<file path="src/hw/rtl/skr_pkg.sv">
// shared types, codes and constants for the sequence-keyed match ring
package skr_pkg;

    localparam int RING_DEPTH_DEF = 16;

    localparam int SEQ_W    = 32;
    localparam int HANDLE_W = 16;
    localparam int DELTA_W  = 8;
    localparam int CNT_W    = 32;
    localparam int SKEW_W   = 40;
    localparam int ENTRY_W  = SEQ_W + HANDLE_W;

    localparam logic [DELTA_W-1:0] MAX_SKEW_RESET = 8'd3;

    // request codes
    localparam logic [1:0] REQ_INSERT = 2'd0;
    localparam logic [1:0] REQ_LOOKUP = 2'd1;
    localparam logic [1:0] REQ_STATS  = 2'd2;

    // match kind codes
    localparam logic [1:0] KIND_EXACT    = 2'd0;
    localparam logic [1:0] KIND_FALLBACK = 2'd1;
    localparam logic [1:0] KIND_NONE     = 2'd2;
    localparam logic [1:0] KIND_LATEST   = 2'd3;

    typedef struct packed {
        logic [1:0]          req_type;
        logic [SEQ_W-1:0]    seq;
        logic [HANDLE_W-1:0] payload_handle;
    } req_t;

    typedef struct packed {
        logic                found;
        logic [HANDLE_W-1:0] match_handle;
        logic [SEQ_W-1:0]    match_seq;
        logic [1:0]          match_kind;
        logic [DELTA_W-1:0]  match_delta;
        logic [CNT_W-1:0]    exact_total;
        logic [CNT_W-1:0]    fallback_total;
        logic [CNT_W-1:0]    miss_total;
        logic [SKEW_W-1:0]   skew_total;
    } rsp_t;

    // controller to datapath commands
    typedef struct packed {
        logic load;
        logic insert;
        logic scan_rd;
        logic scan_cmp;
        logic finish;
        logic stats;
    } ctl_cmd_t;

endpackage

</file>
<file path="src/hw/rtl/skr_ram.sv">
// generic single-write, single-read ram with registered read data
module skr_ram #(
    parameter int WIDTH = 8,
    parameter int DEPTH = 16
) (
    input  logic                     clk,
    input  logic                     we,
    input  logic [$clog2(DEPTH)-1:0] waddr,
    input  logic [WIDTH-1:0]         wdata,
    input  logic                     re,
    input  logic [$clog2(DEPTH)-1:0] raddr,
    output logic [WIDTH-1:0]         rdata
);

    logic [WIDTH-1:0] mem [DEPTH];
    logic [WIDTH-1:0] rdata_reg;

    always_ff @(posedge clk)
    begin
        if (we)
        begin
            mem[waddr] <= wdata;
        end
        if (re)
        begin
            rdata_reg <= mem[raddr];
        end
    end

    assign rdata = rdata_reg;

endmodule

</file>
<file path="src/hw/rtl/skr_ctrl.sv">
// controller state machine: sequences insert, scan and stats operations
module skr_ctrl #(
    parameter int RING_DEPTH = skr_pkg::RING_DEPTH_DEF,
    localparam int IDX_W = $clog2(RING_DEPTH)
) (
    input  logic             clk,
    input  logic             rst_n,
    input  logic             start,
    input  logic [1:0]       req_type,
    output logic             busy,
    output skr_pkg::ctl_cmd_t cmd,
    output logic [IDX_W-1:0] scan_addr,
    output logic [IDX_W-1:0] cmp_addr
);

    localparam logic [2:0] S_IDLE   = 3'd0;
    localparam logic [2:0] S_INSERT = 3'd1;
    localparam logic [2:0] S_SCAN   = 3'd2;
    localparam logic [2:0] S_LAST   = 3'd3;
    localparam logic [2:0] S_FINISH = 3'd4;
    localparam logic [2:0] S_STATS  = 3'd5;

    localparam logic [IDX_W-1:0] LAST_IDX = IDX_W'(RING_DEPTH - 1);

    logic [2:0]       state_reg, state_next;
    logic [IDX_W-1:0] scan_idx_reg, scan_idx_next;
    logic             cmp_pending_reg;
    logic [IDX_W-1:0] cmp_idx_reg;

    always_comb
    begin
        state_next    = state_reg;
        scan_idx_next = scan_idx_reg;
        cmd           = '0;
        case (state_reg)
            S_IDLE:
            begin
                if (start)
                begin
                    cmd.load      = 1'b1;
                    scan_idx_next = '0;
                    case (req_type)
                        skr_pkg::REQ_INSERT: state_next = S_INSERT;
                        skr_pkg::REQ_LOOKUP: state_next = S_SCAN;
                        skr_pkg::REQ_STATS:  state_next = S_STATS;
                        default:             state_next = S_IDLE;
                    endcase
                end
            end
            S_INSERT:
            begin
                cmd.insert = 1'b1;
                state_next = S_IDLE;
            end
            S_SCAN:
            begin
                cmd.scan_rd = 1'b1;
                if (scan_idx_reg == LAST_IDX)
                begin
                    state_next    = S_LAST;
                    scan_idx_next = '0;
                end
                else
                begin
                    scan_idx_next = scan_idx_reg + 1'b1;
                end
            end
            S_LAST:
            begin
                state_next = S_FINISH;
            end
            S_FINISH:
            begin
                cmd.finish = 1'b1;
                state_next = S_IDLE;
            end
            S_STATS:
            begin
                cmd.stats  = 1'b1;
                state_next = S_IDLE;
            end
            default:
            begin
                state_next = S_IDLE;
            end
        endcase
        cmd.scan_cmp = cmp_pending_reg;
    end

    always_ff @(posedge clk or negedge rst_n)
    begin
        if (!rst_n)
        begin
            state_reg       <= S_IDLE;
            scan_idx_reg    <= '0;
            cmp_pending_reg <= 1'b0;
            cmp_idx_reg     <= '0;
        end
        else
        begin
            state_reg       <= state_next;
            scan_idx_reg    <= scan_idx_next;
            cmp_pending_reg <= (state_reg == S_SCAN);
            cmp_idx_reg     <= scan_idx_reg;
        end
    end

    assign busy      = (state_reg != S_IDLE);
    assign scan_addr = scan_idx_reg;
    assign cmp_addr  = cmp_idx_reg;

    a_cmp_after_rd: assert property (@(posedge clk) disable iff (!rst_n)
        cmd.scan_cmp |-> $past(cmd.scan_rd))
        else $error("compare without a read in the previous cycle");

    a_no_rd_idle: assert property (@(posedge clk) disable iff (!rst_n)
        !busy |-> !cmd.scan_rd && !cmd.scan_cmp)
        else $error("scan activity while idle");

    a_finish_after_last: assert property (@(posedge clk) disable iff (!rst_n)
        cmd.finish |-> $past(state_reg) == S_LAST)
        else $error("finish without a completed scan");

endmodule

</file>
<file path="src/hw/rtl/skr_dpath.sv">
// datapath: entry memory, valid bits, scan comparators, counters, result register
module skr_dpath #(
    parameter int RING_DEPTH = skr_pkg::RING_DEPTH_DEF,
    localparam int IDX_W = $clog2(RING_DEPTH)
) (
    input  logic                           clk,
    input  logic                           rst_n,
    input  logic                           cfg_we,
    input  logic [skr_pkg::DELTA_W-1:0]    cfg_wdata,
    input  skr_pkg::req_t                  req,
    input  skr_pkg::ctl_cmd_t              cmd,
    input  logic [IDX_W-1:0]               scan_addr,
    input  logic [IDX_W-1:0]               cmp_addr,
    output logic                           done,
    output skr_pkg::rsp_t                  rsp
);

    localparam int SEQ_W    = skr_pkg::SEQ_W;
    localparam int HANDLE_W = skr_pkg::HANDLE_W;
    localparam int DELTA_W  = skr_pkg::DELTA_W;
    localparam int CNT_W    = skr_pkg::CNT_W;
    localparam int SKEW_W   = skr_pkg::SKEW_W;
    localparam int ENTRY_W  = skr_pkg::ENTRY_W;
    localparam logic [IDX_W-1:0] LAST_IDX = IDX_W'(RING_DEPTH - 1);

    skr_pkg::req_t          req_reg;
    logic [DELTA_W-1:0]     max_skew_reg;
    logic [IDX_W-1:0]       head_reg, head_next;
    logic [RING_DEPTH-1:0]  valid_reg, valid_next;

    // scan results
    logic                   best_got_reg, best_got_next;
    logic [SEQ_W-1:0]       top_seq_reg, top_seq_next;
    logic [HANDLE_W-1:0]    best_handle_reg, best_handle_next;
    logic [DELTA_W-1:0]     best_delta_reg, best_delta_next;
    logic                   exact_got_reg, exact_got_next;
    logic [IDX_W-1:0]       exact_idx_reg, exact_idx_next;
    logic [HANDLE_W-1:0]    exact_handle_reg, exact_handle_next;

    logic [CNT_W-1:0]       exact_cnt_reg, exact_cnt_next;
    logic [CNT_W-1:0]       fb_cnt_reg, fb_cnt_next;
    logic [CNT_W-1:0]       miss_cnt_reg, miss_cnt_next;
    logic [SKEW_W-1:0]      skew_acc_reg, skew_acc_next;

    logic                   done_reg, done_next;
    skr_pkg::rsp_t          rsp_reg, rsp_next;

    logic [ENTRY_W-1:0]     rd_data;
    logic [SEQ_W-1:0]       ent_seq;
    logic [HANDLE_W-1:0]    ent_handle;
    logic                   ent_valid;
    logic                   latest_mode;
    logic                   seq_above;
    logic [SEQ_W-1:0]       seq_gap;
    logic                   in_window;
    logic [DELTA_W-1:0]     dist_lo;

    skr_ram #(
        .WIDTH (ENTRY_W),
        .DEPTH (RING_DEPTH)
    ) u_entry_ram (
        .clk   (clk),
        .we    (cmd.insert),
        .waddr (head_reg),
        .wdata ({req_reg.seq, req_reg.payload_handle}),
        .re    (cmd.scan_rd),
        .raddr (scan_addr),
        .rdata (rd_data)
    );

    assign ent_seq     = rd_data[ENTRY_W-1:HANDLE_W];
    assign ent_handle  = rd_data[HANDLE_W-1:0];
    assign ent_valid   = valid_reg[cmp_addr];
    assign latest_mode = (req_reg.seq == '0);
    assign seq_above   = (ent_seq > req_reg.seq);
    assign seq_gap     = seq_above ? (ent_seq - req_reg.seq) : (req_reg.seq - ent_seq);
    assign dist_lo     = seq_gap[DELTA_W-1:0];
    assign in_window   = (seq_gap[SEQ_W-1:DELTA_W] == '0) && (dist_lo <= max_skew_reg);

    // scan compare and ring bookkeeping
    always_comb
    begin
        valid_next        = valid_reg;
        head_next         = head_reg;
        best_got_next     = best_got_reg;
        top_seq_next      = top_seq_reg;
        best_handle_next  = best_handle_reg;
        best_delta_next   = best_delta_reg;
        exact_got_next    = exact_got_reg;
        exact_idx_next    = exact_idx_reg;
        exact_handle_next = exact_handle_reg;

        if (cmd.load)
        begin
            best_got_next    = 1'b0;
            top_seq_next     = '0;
            best_handle_next = '0;
            best_delta_next  = '0;
            exact_got_next   = 1'b0;
        end

        if (cmd.insert)
        begin
            valid_next[head_reg] = 1'b1;
            head_next = (head_reg == LAST_IDX) ? '0 : head_reg + 1'b1;
        end

        if (cmd.scan_cmp && ent_valid)
        begin
            if (latest_mode)
            begin
                if (ent_seq > top_seq_reg)
                begin
                    best_got_next    = 1'b1;
                    top_seq_next     = ent_seq;
                    best_handle_next = ent_handle;
                end
            end
            else
            begin
                // stale entry below the window
                if (!seq_above && !in_window)
                begin
                    valid_next[cmp_addr] = 1'b0;
                end
                if (ent_seq == req_reg.seq && !exact_got_reg)
                begin
                    exact_got_next    = 1'b1;
                    exact_idx_next    = cmp_addr;
                    exact_handle_next = ent_handle;
                end
                if (in_window && (!best_got_reg || dist_lo < best_delta_reg ||
                    (dist_lo == best_delta_reg && ent_seq > top_seq_reg)))
                begin
                    best_got_next    = 1'b1;
                    top_seq_next     = ent_seq;
                    best_handle_next = ent_handle;
                    best_delta_next  = dist_lo;
                end
            end
        end

        // an exact match is consumed
        if (cmd.finish && !latest_mode && exact_got_reg)
        begin
            valid_next[exact_idx_reg] = 1'b0;
        end
    end

    // result word and statistics
    always_comb
    begin
        exact_cnt_next = exact_cnt_reg;
        fb_cnt_next    = fb_cnt_reg;
        miss_cnt_next  = miss_cnt_reg;
        skew_acc_next  = skew_acc_reg;
        done_next      = 1'b0;
        rsp_next       = '0;
        rsp_next.match_kind = skr_pkg::KIND_NONE;

        if (cmd.finish)
        begin
            done_next = 1'b1;
            if (latest_mode)
            begin
                rsp_next.found        = best_got_reg;
                rsp_next.match_handle = best_handle_reg;
                rsp_next.match_seq    = top_seq_reg;
                rsp_next.match_kind   = skr_pkg::KIND_LATEST;
            end
            else if (exact_got_reg)
            begin
                rsp_next.found        = 1'b1;
                rsp_next.match_handle = exact_handle_reg;
                rsp_next.match_seq    = req_reg.seq;
                rsp_next.match_kind   = skr_pkg::KIND_EXACT;
                exact_cnt_next        = exact_cnt_reg + 1'b1;
            end
            else if (best_got_reg)
            begin
                rsp_next.found        = 1'b1;
                rsp_next.match_handle = best_handle_reg;
                rsp_next.match_seq    = top_seq_reg;
                rsp_next.match_kind   = skr_pkg::KIND_FALLBACK;
                rsp_next.match_delta  = best_delta_reg;
                fb_cnt_next           = fb_cnt_reg + 1'b1;
                skew_acc_next         = skew_acc_reg + SKEW_W'(best_delta_reg);
            end
            else
            begin
                miss_cnt_next = miss_cnt_reg + 1'b1;
            end
        end
        else if (cmd.stats)
        begin
            done_next               = 1'b1;
            rsp_next.exact_total    = exact_cnt_reg;
            rsp_next.fallback_total = fb_cnt_reg;
            rsp_next.miss_total     = miss_cnt_reg;
            rsp_next.skew_total     = skew_acc_reg;
            exact_cnt_next          = '0;
            fb_cnt_next             = '0;
            miss_cnt_next           = '0;
            skew_acc_next           = '0;
        end
    end

    always_ff @(posedge clk or negedge rst_n)
    begin
        if (!rst_n)
        begin
            max_skew_reg  <= skr_pkg::MAX_SKEW_RESET;
            head_reg      <= '0;
            valid_reg     <= '0;
            best_got_reg  <= 1'b0;
            exact_got_reg <= 1'b0;
            exact_cnt_reg <= '0;
            fb_cnt_reg    <= '0;
            miss_cnt_reg  <= '0;
            skew_acc_reg  <= '0;
            done_reg      <= 1'b0;
        end
        else
        begin
            if (cfg_we)
            begin
                max_skew_reg <= cfg_wdata;
            end
            head_reg      <= head_next;
            valid_reg     <= valid_next;
            best_got_reg  <= best_got_next;
            exact_got_reg <= exact_got_next;
            exact_cnt_reg <= exact_cnt_next;
            fb_cnt_reg    <= fb_cnt_next;
            miss_cnt_reg  <= miss_cnt_next;
            skew_acc_reg  <= skew_acc_next;
            done_reg      <= done_next;
        end
    end

    always_ff @(posedge clk)
    begin
        if (cmd.load)
        begin
            req_reg <= req;
        end
        top_seq_reg      <= top_seq_next;
        best_handle_reg  <= best_handle_next;
        best_delta_reg   <= best_delta_next;
        exact_idx_reg    <= exact_idx_next;
        exact_handle_reg <= exact_handle_next;
        rsp_reg          <= rsp_next;
    end

    assign done = done_reg;
    assign rsp  = rsp_reg;

    a_done_source: assert property (@(posedge clk) disable iff (!rst_n)
        done |-> $past(cmd.finish || cmd.stats))
        else $error("result strobe without finish or stats");

    a_insert_valid: assert property (@(posedge clk) disable iff (!rst_n)
        cmd.insert |=> valid_reg[$past(head_reg)])
        else $error("inserted slot not marked valid");

endmodule

</file>
<file path="src/hw/rtl/seq_keyed_match_ring.sv">
// top level of the sequence-keyed match ring
//
// usage: drive a request word on req and raise start; it is taken at a rising
// edge where start is high and busy is low. an insert gives no result. a stats
// request puts its result word on rsp, marked by done, in the cycle in which
// busy falls. a lookup walks the whole ring one entry per cycle through the
// single read port of the entry memory, and done then marks the result for
// one cycle. done is a one-cycle strobe: the receiver cannot stall it and must
// take the word when it shows. a request with req_type 3 is taken and dropped.
// max_skew is written through cfg_we / cfg_wdata; the user must write it only
// while the block is idle, as the block itself does not enforce this.
// the entry memory needs no clearing pass: per-slot valid bits are cleared by
// reset and gate every compare of the memory read data.
module seq_keyed_match_ring #(
    parameter int RING_DEPTH = skr_pkg::RING_DEPTH_DEF
) (
    input  logic                        clk,
    input  logic                        rst_n,
    // request word
    input  logic                        start,
    output logic                        busy,
    input  skr_pkg::req_t               req,
    // result word, one-cycle strobe
    output logic                        done,
    output skr_pkg::rsp_t               rsp,
    // max_skew register write
    input  logic                        cfg_we,
    input  logic [skr_pkg::DELTA_W-1:0] cfg_wdata
);

    localparam int IDX_W = $clog2(RING_DEPTH);

    skr_pkg::ctl_cmd_t cmd;
    logic [IDX_W-1:0]  scan_addr;
    logic [IDX_W-1:0]  cmp_addr;

    // sequencer: decodes the request type and steps the ring scan
    skr_ctrl #(
        .RING_DEPTH (RING_DEPTH)
    ) u_ctrl (
        .clk       (clk),
        .rst_n     (rst_n),
        .start     (start),
        .req_type  (req.req_type),
        .busy      (busy),
        .cmd       (cmd),
        .scan_addr (scan_addr),
        .cmp_addr  (cmp_addr)
    );

    // entries, purge / exact / fallback / latest compare, counters and result register
    skr_dpath #(
        .RING_DEPTH (RING_DEPTH)
    ) u_dpath (
        .clk       (clk),
        .rst_n     (rst_n),
        .cfg_we    (cfg_we),
        .cfg_wdata (cfg_wdata),
        .req       (req),
        .cmd       (cmd),
        .scan_addr (scan_addr),
        .cmp_addr  (cmp_addr),
        .done      (done),
        .rsp       (rsp)
    );

endmodule

</file>
<file path="config.mk">
export PLATFORM = sky130hd
export DESIGN_NAME = seq_keyed_match_ring
export DESIGN_NICKNAME = d
export VERILOG_FILES = /design/src/hw/rtl/skr_pkg.sv /design/src/hw/rtl/skr_ram.sv /design/src/hw/rtl/skr_ctrl.sv /design/src/hw/rtl/skr_dpath.sv /design/src/hw/rtl/seq_keyed_match_ring.sv
export SDC_FILE = /design/constraint.sdc
export NUM_CORES = 2
export LEC_CHECK = 0
export BUFFER_PORTS_ARGS = -buffer_cell sky130_fd_sc_hd__buf_2
export CORE_ASPECT_RATIO = 0.8
export CORE_MARGIN = 5
export CORE_UTILIZATION = 50
export CTS_CLUSTER_DIAMETER = 40
export DETAILED_ROUTE_END_ITERATION = 12
export GPL_ROUTABILITY_DRIVEN = 0
export GPL_TIMING_DRIVEN = 0
export PLACE_DENSITY = 0.71
export SYNTH_ARGS = -nofsm -noshare
export SYNTH_HDL_FRONTEND = slang
export SYNTH_SLANG_ARGS = --single-unit
</file>
<file path="constraint.sdc">
create_clock -name clk -period 14.5 [get_ports clk]
set_input_delay 0.725 -clock clk [delete_from_list [all_inputs] [get_ports clk]]
set_output_delay 0.725 -clock clk [all_outputs]
set_load 0.05 [all_outputs]
</file>
==> results.md <==
- Final setup fails: 0
- Fin Clk Skew: between 0.04 and 0.05 ns
- Syn Inst Count: roughly 3800
- Synth Area per Inst: 14.5 µm²
- Largest net degree at the start of global routing: 105
- Tcrit/Tclk final: between 50 and 60%
- Largest register FFs: between 700 and 800
- Commonest non-fill, non-tap cell in the layout: edfxtp_1
- DRC errors left: 0
- Vias per Instance: approximately 6.2
- Mapped cell area: ~55000 µm²
- Mapped Nets: 3993
- Primary FF master, synth: edfxtp_1
- Setup tns final: 0 ns
- GRT Total Usage: 25.7%
- LEAKAGE: 23.9 nW
- Max Clock Freq: 133 MHz
- CP Max Fanout: 19
- Min Tclk post-route: approximately 7.5 ns
- Initial Util: around half
- Final Hold Viols: 0
- Required time worst endpoint: 15.08 ns
- Die height: 307 µm
- First-pass GRT wire length: 225000 µm
- Routed wire length: 152000 µm
- Sequential fraction of the synthesis area: 65.6%
- Max Buffers Root-to-Sink: 3
- Root buffer cell: clkbuf_16
- Layout cell share with drive strength beyond 1: 19.7%
- Crit end category: register
- Final worst slack: 7.01 ns
- Status: finished, final reports clean
- Antenna violation net count after detailed routing: 0
- CTS HTree Levels: 4
- Num rows: 108
- WS Path Type: register to register
- 1st-pass router iterations: 9
- Synthesized flop and latch total: 1314
- Cell area power density: approximately 180 nW/µm²
- Core Area: roughly 110000 µm²
- Unrepaired setup endpoints after global routing: no
- Synth async-reset ratio: a little over an eighth
- Setup crit start kind: register
- TritonCTS buffer count: 144
- Chip width: approximately 380 µm
- Worst Tran Pin Value: 1.24 ns
- Overflow after GRT: 0
- Avg WL per Cell: 26.2 µm
- DP Wirelength: about 100000 µm
- Pins Over Slew Limit: 0
- Initial DRC count: around 4600
- CTS sink count: 1314
- Clock-pin transition on the worst setup and hold timing paths: 0.06 ns
- Most frequent cells in the layout: 884 x edfxtp_1, 276 x buf_2, 253 x nor2_1
- Number of antenna violations at the first check in global routing: 9
- YS warnings: 0
- Area Overhead vs Synth: 15.7%
- Die area: 117000 µm²
- Max-cap viol count: 0
- Clock Latency Late Sink: 0.78 ns
- IR drop worst, VDD: 0.0914 mV
- Final Net Count: between 4000 and 5000
- CTS tree: built
- Post-place setup slack: 7.18 ns
- Input/output buffers: ~260
- Worst path arrival time: 8.08 ns
- Cell variety after synth: just over 90
- I/O pins: 259
- Hold Path Class: primary input to register
- Post-synth EDFFs: a little under 900
- Number of global-route vias before repair: about 35000
- Slew HR: between 10% and 20%
- Via Count: 35800
-- synth_stat cells, drive strengths merged (50+ instances only) --
library cell    n  area [µm²]
a21oi         129         661
a311oi         50         438
and3          162        1010
buf            60         317
clkbuf        152         572
dfrtp         177        4430
dfxtp         251        5020
edfxtp        884       26500
ha            127        1590
inv           146         548
mux4          245        5520
nand2         238         898
nand3          74         383
nand4         101         651
nor2          256         963
nor3           97         497
o21ai         146         734
xor2           82         718
-- critical path, cell delays in order (launching register included) --
cell and delay, ns:
edfxtp_1 0.79, ha_1 0.49, nand4_1 0.31, nor4_1 0.66, nand2_1 0.32, o31a_1 0.27, nor2_2 0.23, buf_4 0.28
mux2_2 0.39, nand2_1 0.07, nand3_1 0.07, a221oi_1 0.29, xnor2_1 0.28, ha_1 0.34, a21o_1 0.16, a21oi_1 0.15
o21ai_0 0.13, a22oi_1 0.35, nand4_1 0.24, nor4_4 0.72, clkbuf_1 0.52, o311ai_1 0.23
-- path summary, 6_finish.rpt --
kind,startpoint,depth (start not counted),slack (ns),end
worst max register to register,u_dpath.req_reg[31],21,7.01,u_dpath.top_seq_reg[25]
worst min-delay path,req[27],1,0.13,u_dpath.req_reg[27]
max in group asynchronous,rst_n,3,12.95,u_dpath.max_skew_reg[0]
worst min register to register,u_ctrl.scan_addr[3],0,0.37,u_ctrl.cmp_addr[3]
worst max-delay path,u_dpath.req_reg[31],21,7.01,u_dpath.top_seq_reg[25]
min in group asynchronous,rst_n,2,0.62,u_dpath.skew_acc_reg[31]
-- metal layers --
| metal | global-route usage (%) | vias up | routed length [µm] |
|---|---|---|---|
| met5 | 0 | - | 0 |
| met4 | 8.30 | 0 | 4410 |
| met3 | 6.23 | 307 | 17600 |
| met2 | 39.5 | 2220 | 69100 |
| met1 | 36.5 | 17800 | 60700 |
| li1 | - | 15500 | - |
-- stage by stage --
| step | util (%) | area [µm²] | std cells | power, mW | hold slack [ns] |
|---|---|---|---|---|---|
| after floorplan | - | 55000 | 3801 | 6.61 | 0.352 |
| after global placement | 53.4 | 58100 | 5489 | 7.48 | 0.356 |
| after detailed placement | 54.0 | 58700 | 5522 | 7.55 | 0.357 |
| after CTS | 58.5 | 63600 | 5788 | 11.3 | 0.0761 |
| after global routing | 58.5 | 63600 | 5789 | 11.8 | 0.103 |
| final | 58.5 | 63600 | 5790 | 11.3 | 0.127 |
-- cells by family (layout without fill, tap and decap cells) --
kind of cell,after synthesis,in the layout,synth area share (%)
compound gates,558,558,6.88
other cells,0,2,0
mux,262,262,10.4
fa+ha+maj,130,130,3.00
xor+xnor,131,131,2.09
simple gates,1047,1047,9.49
buf+inv,359,916,2.62
flops,1314,1314,65.6
-- area by class of cell --
| class | instances | area [µm²] |
|---|---|---|
| repair buffers | 292 | 1890 |
| clock inverters | 84 | 885 |
| well taps | 1430 | 1790 |
| plain buffers | 212 | 888 |
| flip-flops and latches | 1314 | 36100 |
| clock buffers | 181 | 3970 |
| fillers | 8235 | 45200 |
| inverters | 147 | 557 |
| diodes | 2 | 5.00 |
| multi-input cells | 2128 | 17600 |
-- power breakdown --
group	switching, mW	leakage (nW)	total [mW]	internal, mW
logic	1.77	9.09	2.93	1.15
clock network	1.54	2.37	3.69	2.15
registers	0.307	12.5	4.66	4.35
-- what timing repair did --
action | 4_1_cts | 5_1_grt
buffers inserted | 0 | 0
endpoints found under the hold margin | 4 | 0
hold buffers | 1 | 0
gates resized for setup | 0 | 0
endpoints found under the setup margin | 0 | 0
(Power assumes the default switching activity.)
